--- src/hdl/fpalloc_pkg.sv ---
// Shared constants, request codes and the token type for the page allocator.
package fpalloc_pkg;

  localparam int unsigned INDEX_W        = 10;
  localparam int unsigned MODE_W         = 2;
  localparam int unsigned INDEX_SPAN     = 1 << INDEX_W;
  localparam int unsigned DEF_PAGE_COUNT = 1024;

  // each cell owns a slice of 32 consecutive pages
  localparam int unsigned OFF_W      = 5;
  localparam int unsigned CELL_PAGES = 1 << OFF_W;
  localparam int unsigned CELL_IDX_W = INDEX_W - OFF_W;

  localparam logic [MODE_W-1:0] MODE_ALLOC   = 2'd0;
  localparam logic [MODE_W-1:0] MODE_FREE    = 2'd1;
  localparam logic [MODE_W-1:0] MODE_RESERVE = 2'd2;

  // request travelling down the row of cells
  typedef struct packed {
    logic               valid;
    logic [MODE_W-1:0]  mode;
    logic [INDEX_W-1:0] page_index;
    logic               done;
    logic               fail;
    logic [INDEX_W-1:0] page;
  } tok_t;

endpackage

--- src/hdl/fpalloc_cell.sv ---
// One allocator cell: status of a 32-page slice and one stage of the request row.
module fpalloc_cell #(
  parameter int unsigned CELL_ID     = 0,
  parameter int unsigned VALID_PAGES = fpalloc_pkg::CELL_PAGES
) (
  input  logic              clk_i,
  input  logic              rst_ni,
  input  logic              adv_i,
  input  fpalloc_pkg::tok_t tok_i,
  output fpalloc_pkg::tok_t tok_o
);
  import fpalloc_pkg::*;

  localparam logic [CELL_IDX_W-1:0] CELL_IDX = CELL_IDX_W'(CELL_ID);
  localparam logic [CELL_PAGES-1:0] EXIST_MASK = (VALID_PAGES >= CELL_PAGES) ? '1 :
      CELL_PAGES'((64'd1 << VALID_PAGES) - 64'd1);

  logic [CELL_PAGES-1:0] alloc_q, alloc_d;
  logic [CELL_PAGES-1:0] rsvd_q, rsvd_d;
  logic [CELL_PAGES-1:0] free_vec, first_oh;
  logic [OFF_W-1:0]      first_idx, off;
  logic                  hit;
  tok_t                  tok_q, tok_d;

  always_comb begin
    tok_d    = tok_i;
    alloc_d  = alloc_q;
    rsvd_d   = rsvd_q;
    free_vec = ~alloc_q & ~rsvd_q & EXIST_MASK;
    // isolate the lowest free page
    first_oh  = free_vec & (~free_vec + CELL_PAGES'(1));
    first_idx = '0;
    for (int p = 0; p < CELL_PAGES; p++) begin
      if (first_oh[p]) begin
        first_idx = first_idx | OFF_W'(p);
      end
    end
    off = tok_i.page_index[OFF_W-1:0];
    hit = (tok_i.page_index[INDEX_W-1:OFF_W] == CELL_IDX) && EXIST_MASK[off];

    if (tok_i.valid && !tok_i.done) begin
      case (tok_i.mode)
        MODE_ALLOC: begin
          if (|free_vec) begin
            alloc_d[first_idx] = 1'b1;
            tok_d.done         = 1'b1;
            tok_d.fail         = 1'b0;
            tok_d.page         = {CELL_IDX, first_idx};
          end
        end
        MODE_FREE: begin
          if (hit) begin
            tok_d.done = 1'b1;
            if (alloc_q[off]) begin
              alloc_d[off] = 1'b0;
              tok_d.fail   = 1'b0;
            end
          end
        end
        MODE_RESERVE: begin
          if (hit) begin
            alloc_d[off] = 1'b0;
            rsvd_d[off]  = 1'b1;
            tok_d.done   = 1'b1;
            tok_d.fail   = 1'b0;
          end
        end
        default: begin
        end
      endcase
    end
  end

  always_ff @(posedge clk_i or negedge rst_ni) begin
    if (!rst_ni) begin
      alloc_q <= '0;
      rsvd_q  <= '0;
      tok_q   <= '0;
    end else if (adv_i) begin
      alloc_q <= alloc_d;
      rsvd_q  <= rsvd_d;
      tok_q   <= tok_d;
    end
  end

  assign tok_o = tok_q;

endmodule

--- config.mk ---
export PLATFORM = sky130hd
export DESIGN_NAME = fpalloc_cell
export DESIGN_NICKNAME = d
export VERILOG_FILES = /design/src/hdl/fpalloc_pkg.sv /design/src/hdl/fpalloc_cell.sv
export SDC_FILE = /design/constraint.sdc
export NUM_CORES = 1
export LEC_CHECK = 0
export BUFFER_PORTS_ARGS = -buffer_cell sky130_fd_sc_hd__buf_4
export CORE_ASPECT_RATIO = 0.5
export CORE_MARGIN = 1.5
export CORE_UTILIZATION = 45
export CTS_CLUSTER_DIAMETER = 50
export DETAILED_ROUTE_END_ITERATION = 8
export PLACE_DENSITY_LB_ADDON = 0.12
export SLEW_MARGIN = 5
export SYNTH_ARGS = -nofsm -noshare
export SYNTH_HDL_FRONTEND = slang
export SYNTH_SLANG_ARGS = --single-unit
--- constraint.sdc ---
create_clock -name clk_i -period 3.4 [get_ports clk_i]
set_input_delay 0.17 -clock clk_i [delete_from_list [all_inputs] [get_ports clk_i]]
set_output_delay 0.17 -clock clk_i [all_outputs]
set_load 0.03 [all_outputs]
---- Yosys cells after proc, flatten, opt, wreduce, memory -nomap -nowiden ----
Memory sizes are Yosys's and may differ from the RTL's.
Index checks and enable logic that the tools add are counted.
operators by class
  magnitude comparators ................... 4
  reduce and logical (&&, ||, !) cells .... 10
  equal/unequal tests ..................... 9
  multiplexer cells ....................... 76
  add/subtract/negate cells ............... 1
  bitwise gates (word level) .............. 9
operators by type and width
  cell                                                                          number
  32-bit 2-to-1 mux                                                             19
  32-bit NOT                                                                    4
  32-bit bitwise AND                                                            3
  32-bit one-hot mux with 3 select lines                                        1
  5-bit 2-to-1 mux                                                              16
  32-bit OR                                                                     2
  12-bit 2-to-1 mux                                                             4
  32-bit by 1-bit adder with 32-bit output, second input constant               1
  4-bit 2-to-1 mux                                                              8
  32-bit OR reduction                                                           1
  10-bit 2-to-1 mux                                                             2
  2-bit 2-to-1 mux                                                              9
  5-bit by 6-bit less-than comparator with 1-bit output, second input constant  2
  3-bit 2-to-1 mux                                                              4
  3-bit != test, second input constant                                          4
  1-bit demux with 5-bit select                                                 2
  5-bit by 1-bit >= comparator with 1-bit output, second input constant         2
  1-bit 2-to-1 mux                                                              9
  7-bit AND reduction                                                           1
  2-bit one-hot mux with 3 select lines                                         1
  1-bit binary-select mux with 5-bit select                                     1
  5-bit zero test                                                               1
  1-bit logical AND                                                             4
  4-bit by 1-bit != test with 1-bit output, second input constant               1
  other kinds (7)                                                               7
storage, ports and cells
  ROM bits ................................ 32
  input bits .............................. 28
  memories ................................ 1
  output and inout port bits .............. 25
  register bits ........................... 89
memories
  memory           words  bits a word  rd ports  clocked after memory_dff  wr ports  RTL line            RTL
  (no name shown)  32     1            1         0                         0         fpalloc_cell.sv:39  hit = (tok_i.page_index[INDEX_W-1:OFF_W] == CELL_IDX) && EXIST_MASK[off];

---- Longest topological paths before layout ----
Gate-level depths: netlist of run 1.
  depth in word-level cells ............... 46
  depth in mapped cells ................... 11
  mapped depth without buffers ............ 9

---- Least setup slack after synthesis of run 1 ----
OpenSTA, ideal clock, no wires.
  path kind ............................... reg-to-reg
  start point ............................. reg alloc_q[6]
  end point ............................... reg alloc_q[4]
  slack ................................... 1.002 ns
  period minus slack after synthesis ...... 2.398 ns
  data required time ...................... 3.304 ns
  path buffers ............................ 3
  arrival ................................. 2.302 ns
  setup time .............................. 0.096 ns
  stages on the path, launching flop included .. 10
  cell sequence ........................... dfrtp_1 -> o22ai_1 -> nor2_1 -> and3_1 -> clkbuf_1 -> a221o_1 -> or4_1 -> buf_2 -> buf_6 -> o31ai_1
between the ends
  longest elaborated chain between the ends .. 41
ends and longest elaborated chain
  item                                      RTL line            RTL
  start, declared                           fpalloc_cell.sv:18  logic [CELL_PAGES-1:0] alloc_q, alloc_d;
  start signal, assigned                    fpalloc_cell.sv:80  alloc_q <= alloc_d;
  32-bit NOT                                fpalloc_cell.sv:29  free_vec = ~alloc_q & ~rsvd_q & EXIST_MASK;
  32-bit bitwise AND                        fpalloc_cell.sv:29
  32-bit NOT                                fpalloc_cell.sv:31  first_oh = free_vec & (~free_vec + CELL_PAGES'(1));
  32-bit by 1-bit adder with 32-bit output  fpalloc_cell.sv:31
  32-bit bitwise AND                        fpalloc_cell.sv:31
  3-bit 2-to-1 mux (2 in series)            fpalloc_cell.sv:34  if (first_oh[p]) begin
  4-bit 2-to-1 mux (8 in series)            fpalloc_cell.sv:34
  5-bit 2-to-1 mux (16 in series)           fpalloc_cell.sv:34
  [2 not listed]                            -
  1-bit 2-to-1 mux (implied by the code)    fpalloc_cell.sv:45  alloc_d[first_idx] = 1'b1;
  1-bit demux with 5-bit select             fpalloc_cell.sv:45
  32-bit OR (no source line)                -
  32-bit 2-to-1 mux                         fpalloc_cell.sv:44  if (|free_vec) begin
  32-bit 2-to-1 mux                         fpalloc_cell.sv:42  case (tok_i.mode)
  32-bit 2-to-1 mux                         fpalloc_cell.sv:41  if (tok_i.valid && !tok_i.done) begin
  32-bit one-hot mux with 3 select lines    fpalloc_cell.sv:42
  32-bit 2-to-1 mux                         fpalloc_cell.sv:41
Parallel ways exist; a longest one is shown, timed or not. The select of a mux whose other input is x is not followed.
A chain may end at the register's enable or synchronous reset.

---- Final worst setup path of run 1 ----
  start point ............................. reg alloc_q[11]
  end point ............................... reg alloc_q[11]
between the ends
  longest elaborated chain between the ends .. 36
ends and longest elaborated chain
  item                                                                                                                                           RTL line
  32-bit NOT                                                                                                                                     fpalloc_cell.sv:29
  32-bit bitwise AND                                                                                                                             fpalloc_cell.sv:29
  32-bit NOT                                                                                                                                     fpalloc_cell.sv:31
  32-bit by 1-bit adder with 32-bit output                                                                                                       fpalloc_cell.sv:31
  32-bit bitwise AND                                                                                                                             fpalloc_cell.sv:31
  4-bit 2-to-1 mux (5 in series)                                                                                                                 fpalloc_cell.sv:34
  5-bit 2-to-1 mux (16 in series)                                                                                                                fpalloc_cell.sv:34
  5-bit by 6-bit less-than comparator with 1-bit output (implied by the code) or 5-bit by 1-bit >= comparator with 1-bit output (tied branches)  fpalloc_cell.sv:45
  1-bit logical AND (implied by the code)                                                                                                        fpalloc_cell.sv:45
  1-bit 2-to-1 mux (implied by the code)                                                                                                         fpalloc_cell.sv:45
  1-bit demux with 5-bit select                                                                                                                  fpalloc_cell.sv:45
  32-bit OR (no source line)                                                                                                                     -
  32-bit 2-to-1 mux                                                                                                                              fpalloc_cell.sv:44
  32-bit 2-to-1 mux                                                                                                                              fpalloc_cell.sv:42
  32-bit 2-to-1 mux                                                                                                                              fpalloc_cell.sv:41
  32-bit one-hot mux with 3 select lines                                                                                                         fpalloc_cell.sv:42
  32-bit 2-to-1 mux                                                                                                                              fpalloc_cell.sv:41
Parallel ways exist; a longest one is shown, timed or not. The select of a mux whose other input is x is not followed.

==> results.py, run 1 <==
metrics = {
    "synthesis": {
        "synth.avg_cell_area_um2": 10.2,
        "synth_flop_cell": "dfrtp_1",
        "async_flop_share": 1.00,
        "synth_warnings": 0,
        "synth.distinct_cells": 59,
        "synth_edf_count": 0,
        "syn_inst": 449,
        "syn-num-nets": 481,
        "syn_area_mm2": 0.00460,
        "ys_seq_area_frac": 0.484,
        "ys_top_cells_by_count": "dfrtp_1 (89), o21ai_0 (49), nor2_1 (33)",
        "yosysMostFrequentCell": "dfrtp_1",
        "ys_ff_latch": 89,
        "synth_top_area_frac": 0.484,
        "synth_top_area_cell": "dfrtp_1",
        "synthTopCellsByArea": "dfrtp_1 (48%), o21ai_0 (5.3%), a21o_1 (5.2%)",
    },
    "grt": {
        "use_met2": 0.378,
        "grt_start_max_net_pins": 43,
        "grtUsageTotal": 0.278,
        "use_met1": 0.409,
        "grt_remaining_overflow": 0,
        "antenna_found_initial": 0,
        "grt_util_met3": 0.111,
        "busiest_layer": "met1",
        "grt_pass1_wl_um": 22500,
        "first_global_vias": 3860,
    },
    "critical_path": {
        "crit_arrival_ns": 3.25,
        "critPathCaptureType": "register",
        "crit_type": "reg -> reg",
        "cp_top_family": "simple AND/OR/NAND/NOR gates",
        "cp_max_fo": 16,
        "start_kind": "register",
        "cp_num_buf_inv": 0,
        "path_cells": "o22ai_2, nor3_2, nand3_1, nor2_2, a221o_1, or4b_1, o31ai_1",
        "crit_slowest_cell": "or4b_1",
        "required_ns": 3.64,
        "max_stage_delay_ns": 0.82,
    },
    "floorplan": {
        "fp.dieH_um": 74.5,
        "core.rowCount": 25,
        "initial_core_util": 0.475,
        "die-area_mm2": 0.0109,
        "pin_count": 53,
        "core_mm2": 0.00970,
        "die_x_um": 146,
    },
    "timing": {
        "worstMarginPinSlew_ns": 0.870,
        "post-route-period-util": 0.887,
        "finalHoldViolCount": 0,
        "finalMaxSlewViolations": 0,
        "rsz0062_at_grt": "no",
        "tns_ns": 0,
        "holdWs_ns": 0.0625,
        "period_minus_slack_ns": 3.02,
        "setup_viol": 0,
        "relSlewSlack": 0.418,
        "skew_ns": 0.00850,
        "clock.fmax_ghz": 0.332,
    },
    "power": {
        "p_seq_frac": 0.465,
        "p_comb_frac": 0.145,
        "power_frac_clock": 0.390,
        "peakVddDrop_mv": 0.243,
        "p_sw_w": 0.000670,
        "p_int_w": 0.00177,
        "sw_frac_of_total": 0.275,
        "power_leakage_nw": 2.58,
        "power_density_mw_per_mm2": 450,
    },
    "clock_tree": {
        "worstSkewPairLatency_ns": 0.34,
        "hold_buffers": 1,
        "cts.sinks": 89,
        "htreeDepth": 3,
        "cts-buffers-inserted": 9,
        "cts-root-buf": "clkbuf_16",
        "cts.repair.resized": 0,
        "cts_buffer_depth": 2,
        "path_clk_slew_ns": 0.06,
        "cts_setup_buffers": 0,
        "cts_tree": "yes",
    },
    "finish": {
        "final_net_count": 534,
        "final_layout_size_suffix_gt1_frac": 0.201,
        "antennaDiodeCount": 0,
        "area_growth_pct": 17.7,
        "nFillCells": 891,
    },
    "placement": {
        "dp_hpwl_um": 10200,
        "finalWeightedCongestion": 0.965,
        "port_buffers": 52,
    },
    "detailed_routing": {
        "drt-wirelength-per-cell_um": 22.2,
        "postRouteAntennaNets": 0,
        "first_pass_iters": 5,
        "drc_errors": 0,
        "viasPerCell": 6.37,
        "routed-via-count": 4089,
        "wl_um": 14300,
        "first_iter_violations": 558,
    },
    "run": {
        "cap_viol_max_count": 0,
    },
    "run_status": {
        "outcome": "finished, final reports clean",
    },
    "min_path": {
        "min_path_type": "in -> reg",
    },
}
-- sequential cells by signal, summed over array words and instances (netlist names) --
signal / cells
rsvd_q: 32
tok_o: 25
alloc_q: 32
-- worst register-to-register path, delay by kind of cell (launching register included) --
family / cells / cell delay, ns
AO/OA/AOI/OAI: 3 / 0.83
AND/OR/NAND/NOR: 4 / 1.64
flip-flops: 1 / 0.44
-- metrics by stage --
stage	util	cells	worst slack [ns]	area, um^2	total power, W
after floorplan	-	449	1.00	4600	0.00135
after detailed placement	0.528	625	0.387	5120	0.00150
after global routing	0.559	642	0.201	5420	0.00253
final	0.559	642	0.385	5420	0.00244
after global placement	0.528	625	0.387	5120	0.00150
after CTS	0.559	642	0.466	5420	0.00245
-- worst paths after layout --
kind                            cells after the start  slack [ns]        start     endpoint
worst max-delay path                                7        0.38  alloc_q[11]  alloc_q[11]
min in group asynchronous                           2        0.25       rst_ni   rsvd_q[21]
worst min-delay path                                2        0.06    tok_i[17]    tok_o[17]
max in group asynchronous                           3        2.27       rst_ni   rsvd_q[10]
worst min register to register                      1        0.49   rsvd_q[31]   rsvd_q[31]
worst max register to register                      7        0.38  alloc_q[11]  alloc_q[11]
-- power groups by stage --
stage	sequential, W	clock (W)	combinational (W)
3_5_place_dp	0.00115	0	0.000349
2_1_floorplan	0.00120	0	0.000145
6_report	0.00113	0.000950	0.000354
5_1_grt	0.00114	0.00101	0.000378
4_1_cts	0.00113	0.000969	0.000352
3_3_place_gp	0.00115	0	0.000348
-- layer usage --
metal	wire length, um	vias to the layer above
li1	-	1830
met2	5460	244
met4	161	0
met1	6600	1996
met3	2050	19
met5	0	-
-- logic make-up after synthesis --
| kind of cell | after synthesis | synth area share |
|---|---|---|
| adder cells (fa/ha/maj) | 4 | 0.0109 |
| AO/OA/AOI/OAI | 175 | 0.257 |
| flip-flops | 89 | 0.484 |
| AND/OR/NAND/NOR | 123 | 0.145 |
| buffers and inverters | 27 | 0.0294 |
| multiplexers | 31 | 0.0740 |
-- area by class of cell --
| cell class | instances | area [um^2] | area share |
|---|---|---|---|
| multi-input combinational | 333 | 2240 | 0.413 |
| sequential | 89 | 2230 | 0.411 |
| timing repair buffer | 63 | 475 | 0.0878 |
| clock buffer | 12 | 256 | 0.0473 |
| tap | 135 | 169 | 0.0312 |
| clock inverter | 4 | 27.5 | 0.00508 |
| inverter | 6 | 22.5 | 0.00416 |
-- placed cells by master, fill, tap and decap left out, types with 10 or more instances in the layout --
cell type	instances
buf_4	62
o22ai_1	17
nand2_1	17
o21ai_1	10
nand3_1	11
dfrtp_1	89
o31ai_1	27
mux2_2	14
a21o_1	32
mux2i_1	16
nor2_1	33
o21ai_0	49
Power figures use the tool's default switching activity.
==> run 2, diff against run 1 <==
Settings changed: CORE_ASPECT_RATIO 0.5 to 0.8, CORE_MARGIN 1.5 to 5, PLACE_DENSITY set to 0.62, PLACE_DENSITY_LB_ADDON 0.12 to not set.
==> run 2 against run 1 <==
Worst setup slack worse by 0.081 ns. Non-clock buffer count is 4 lower. Total power is 2.6% higher. Wire length is 0.74% lower. Largest power group unchanged. Cell count is 0.16% higher. Global-route usage is 4.1 points lower. Die area is 14% higher. Sequential share of layout area hardly changed. Critical endpoint is now alloc_q[10]. Register-to-register slack worse by 0.08 ns. Core utilization is 2.4 points lower.
==> results.py, run 2 (synthesized netlist as in run 1, its figures left out) <==
metrics = {
    "run_status": {
        "outcome": "finished, final reports clean",
    },
    "power": {
        "power_leakage_nw": 2.56,
        "finalPower_w": 0.00250,
        "peakVddDrop_mv": 0.315,
        "power_density_mw_per_mm2": 462,
    },
    "floorplan": {
        "core.rowCount": 33,
        "initial_core_util": 0.455,
        "pin_count": 53,
        "die_x_um": 123,
        "core_mm2": 0.0101,
        "die-area_mm2": 0.0124,
        "fp.dieH_um": 100,
    },
    "clock_tree": {
        "path_clk_slew_ns": 0.07,
        "cts.sinks": 89,
        "cts.repair.resized": 0,
        "cts_setup_buffers": 0,
        "cts_buffer_depth": 2,
        "cts-root-buf": "clkbuf_16",
        "hold_buffers": 1,
        "worstSkewPairLatency_ns": 0.35,
        "cts-buffers-inserted": 9,
        "cts_tree": "yes",
        "htreeDepth": 3,
    },
    "detailed_routing": {
        "first_pass_iters": 5,
        "first_iter_violations": 369,
        "wl_um": 14200,
        "drc_errors": 0,
        "postRouteAntennaNets": 0,
        "viasPerCell": 6.30,
        "routed-via-count": 4053,
        "drt-wirelength-per-cell_um": 22.0,
    },
    "critical_path": {
        "cp_max_fo": 16,
        "crit_type": "reg -> reg",
        "start_kind": "register",
        "required_ns": 3.65,
        "critPathCaptureType": "register",
        "crit_arrival_ns": 3.34,
    },
    "finish": {
        "nFillCells": 927,
        "final_common_cell": "dfrtp_1",
        "fin_util": 0.535,
        "area_growth_pct": 17.6,
        "finish.instance_area_mm2": 0.00541,
        "final_net_count": 530,
        "final_layout_size_suffix_gt1_frac": 0.197,
        "antennaDiodeCount": 0,
        "fin_cells": 643,
        "final_cell_mix": "dfrtp_1 (89), buf_4 (58), o21ai_0 (49)",
    },
    "grt": {
        "grtUsageTotal": 0.237,
        "busiest_layer": "met1",
        "antenna_found_initial": 0,
        "grt_pass1_wl_um": 22100,
        "first_global_vias": 3863,
        "use_met2": 0.345,
        "grt_remaining_overflow": 0,
        "use_met1": 0.360,
        "grt_start_max_net_pins": 68,
        "grt_util_met3": 0.0471,
    },
    "timing": {
        "finalMaxSlewViolations": 0,
        "skew_ns": 0.00957,
        "post-route-period-util": 0.911,
        "rsz0062_at_grt": "no",
        "relSlewSlack": 0.341,
        "tns_ns": 0,
        "setup_viol": 0,
        "period_minus_slack_ns": 3.10,
        "finalHoldViolCount": 0,
        "worstMarginPinSlew_ns": 0.978,
        "clock.fmax_ghz": 0.323,
    },
    "placement": {
        "finalWeightedCongestion": 0.971,
        "placed_cell_area_mm2": 0.00510,
        "dp_hpwl_um": 9990,
        "placed_cells": 626,
        "port_buffers": 52,
    },
    "run": {
        "cap_viol_max_count": 0,
    },
    "min_path": {
        "min_path_type": "in -> reg",
    },
}
==> run 2: cell count changes in the layout (fill, tap and decap cells not counted) <==
cell	change
buf_4	-4
clkbuf_8	-2
bufinv_16	+1
inv_6	+3
clkbuf_1	-1
clkinv_2	-1
clkinv_4	-1
clkinvlp_4	+1
==> run 2: final timing paths <==
path                                  from     endpoint  slack [ns]  cells after the start
worst min register to register  rsvd_q[12]   rsvd_q[12]        0.47                      1
worst max-delay path            alloc_q[1]  alloc_q[10]        0.30                      7
worst min-delay path              tok_i[7]     tok_o[7]        0.06                      3
worst max register to register  alloc_q[1]  alloc_q[10]        0.30                      7
min in group asynchronous           rst_ni    rsvd_q[6]        0.47                      2
max in group asynchronous           rst_ni   rsvd_q[22]        2.08                      3
==> run 2: per-stage QoR <==
| step | hold WS [ns] | worst slack [ns] |
|---|---|---|
| after floorplan | -0.126 | 1.00 |
| after global placement | 0.344 | 0.304 |
| after detailed placement | 0.349 | 0.341 |
| after CTS | 0.0575 | 0.397 |
| after global routing | 0.0646 | 0.160 |
| final | 0.0594 | 0.304 |
==> run 2: final cells by class <==
type	instances	area (um^2)	share of cell area
clock buffer	9	225	0.0416
clock inverter	7	77.6	0.0143
inverter	6	22.5	0.00416
multi-input combinational	333	2240	0.414
sequential	89	2230	0.411
tap	140	175	0.0324
timing repair buffer	59	445	0.0823
==> run 2: report_power, final <==
group	internal [W]	total (W)	switching, W
Combinational	0.000128	0.000351	0.000224
Clock	0.000577	0.00102	0.000438
Sequential	0.00110	0.00113	0.0000318
Total	0.00181	0.00250	0.000694
==> run 2: critical path: stages, from the launching register on <==
cell,delay [ns]
dfrtp_1,0.42
o22ai_1,0.40
nor2_1,0.19
nand3_1,0.23
nor2_2,0.11
a221o_1,0.37
or4_1,0.90
o31ai_1,0.37
==> run 2: layer usage <==
| metal | vias up | part of all wire |
|---|---|---|
| li1 | 1818 | - |
| met4 | 0 | 0.014 |
| met2 | 164 | 0.44 |
| met5 | - | 0 |
| met3 | 19 | 0.083 |
| met1 | 2052 | 0.47 |
==> run 3, diff against run 2 <==
Settings changed: PLACE_DENSITY 0.62 to not set, PLACE_DENSITY_LB_ADDON set to 0.3.
Clock period 3.4 ns to 3.11 ns, I/O delays scaled along.
==> run 3 against run 2 <==
Cell count increased by 1.1%. Critical path depth rose by 1. Core utilization is 0.62 points higher. Clock power is 12% higher. Via count rose by 2.4%. Wire length hardly changed. Hold slack lost 0.00070 ns. Cell area increased by 1.2%. Worst setup slack worse by 0.056 ns. Maximum frequency grew 8.2%. Sequential power increased by 9.7%. First-iteration DRC count rose by 23%.
==> results.py, run 3 (synthesized netlist as in run 1, its figures left out) <==
metrics = {
    "run_status": {
        "outcome": "finished, final reports clean",
    },
    "timing": {
        "skew_ns": 0.00879,
        "clock.fmax_ghz": 0.349,
        "period_minus_slack_ns": 2.86,
        "finalMaxSlewViolations": 0,
        "setup_viol": 0,
        "rsz0062_at_grt": "no",
        "relSlewSlack": 0.422,
        "holdWs_ns": 0.0587,
        "finalWorstSetupSlack_ns": 0.248,
        "post-route-period-util": 0.920,
        "worstMarginPinSlew_ns": 0.859,
        "finalHoldViolCount": 0,
        "tns_ns": 0,
    },
    "floorplan": {
        "initial_core_util": 0.455,
        "core.rowCount": 33,
        "die_x_um": 123,
        "die-area_mm2": 0.0124,
        "core_mm2": 0.0101,
        "fp.dieH_um": 100,
        "pin_count": 53,
    },
    "power": {
        "peakVddDrop_mv": 0.388,
        "power_leakage_nw": 2.59,
        "power_density_mw_per_mm2": 506,
    },
    "detailed_routing": {
        "first_iter_violations": 455,
        "drt-wirelength-per-cell_um": 21.8,
        "first_pass_iters": 7,
        "wl_um": 14200,
        "postRouteAntennaNets": 0,
        "drc_errors": 0,
        "viasPerCell": 6.39,
        "routed-via-count": 4152,
    },
    "grt": {
        "first_global_vias": 4037,
        "grt_start_max_net_pins": 37,
        "grt_remaining_overflow": 0,
        "grt_pass1_wl_um": 22400,
        "grtUsageTotal": 0.237,
        "antenna_found_initial": 0,
    },
    "critical_path": {
        "required_ns": 3.35,
        "critPathCaptureType": "register",
        "crit_slowest_cell": "or4_1",
        "max_stage_delay_ns": 0.51,
        "start_kind": "register",
        "path_cells": "o22ai_1, nor2_1, nand3_1, nor2_2, a221o_1, or4_1, buf_4, o31ai_1",
        "crit_type": "reg -> reg",
        "cp_max_fo": 16,
        "crit_arrival_ns": 3.10,
    },
    "clock_tree": {
        "cts_setup_buffers": 0,
        "cts-root-buf": "clkbuf_16",
        "cts_buffer_depth": 2,
        "cts_tree": "yes",
        "cts-buffers-inserted": 9,
        "htreeDepth": 3,
        "cts.sinks": 89,
        "worstSkewPairLatency_ns": 0.34,
        "path_clk_slew_ns": 0.07,
        "cts.repair.resized": 0,
        "hold_buffers": 1,
    },
    "finish": {
        "final_net_count": 537,
        "area_growth_pct": 19.0,
        "antennaDiodeCount": 0,
        "final_cell_mix": "dfrtp_1 (89), buf_4 (65), o21ai_0 (49)",
        "final_layout_size_suffix_gt1_frac": 0.204,
        "final_common_cell": "dfrtp_1",
    },
    "placement": {
        "pre_cts_ws_ns": 0.348,
        "dp_hpwl_um": 10200,
        "finalWeightedCongestion": 1.00,
        "port_buffers": 52,
    },
    "run": {
        "cap_viol_max_count": 0,
    },
    "min_path": {
        "min_path_type": "in -> reg",
    },
}
## run 3: changes by cell type in the layout (fill, tap and decap cells not counted)
cell	change
buf_4	+7
bufinv_16	+1
clkbuf_1	+2
clkinv_4	-1
clkinvlp_4	+1
inv_6	-3
## run 3: worst paths after layout
kind | depth (start not counted) | slack [ns] | start | end
worst max-delay path | 8 | 0.25 | alloc_q[1] | alloc_q[8]
worst min-delay path | 3 | 0.06 | tok_i[6] | tok_o[6]
worst max register to register | 8 | 0.25 | alloc_q[1] | alloc_q[8]
worst min register to register | 1 | 0.47 | rsvd_q[25] | rsvd_q[25]
max in group asynchronous | 3 | 2.05 | rst_ni | tok_o[18]
min in group asynchronous | 2 | 0.32 | rst_ni | rsvd_q[19]
## run 3: stage by stage
| step | total power [W] | utilization | area [um^2] | cells |
|---|---|---|---|---|
| 5_1_grt | 0.00286 | 0.541 | 5480 | 650 |
| 6_report | 0.00277 | 0.541 | 5480 | 650 |
| 4_1_cts | 0.00278 | 0.541 | 5480 | 650 |
| 3_5_place_dp | 0.00165 | 0.509 | 5150 | 633 |
| 2_1_floorplan | 0.00147 | - | 4600 | 449 |
| 3_3_place_gp | 0.00164 | 0.509 | 5150 | 633 |
## run 3: per-layer routing
metal | vias to the layer above | track usage | wire [um]
met4 | 0 | 0.0749 | 380
li1 | 1822 | - | -
met5 | - | 0 | 0
met3 | 42 | 0.0589 | 1190
met2 | 226 | 0.349 | 6340
met1 | 2062 | 0.343 | 6250
## run 3: final cells by class
type | instances | area [um^2]
fillers | 882 | 4640
clock buffers | 11 | 233
multi-input cells | 333 | 2240
well taps | 140 | 175
clock inverters | 5 | 80.1
flip-flops and latches | 89 | 2230
inverters | 6 | 22.5
repair buffers | 66 | 498
## run 3: critical path: cells and delay by family, from the launching register on
family	cells	cell delay [ns]
buffers and inverters	1	0.23
DFF	1	0.41
AOI/OAI and AO/OA	3	1.06
and+or+nand+nor	4	1.04
## run 3: power by group
group | internal [W] | switching, W | total [W]
Clock | 0.000703 | 0.000442 | 0.00114
Sequential | 0.00120 | 0.0000334 | 0.00124
Combinational | 0.000143 | 0.000245 | 0.000388
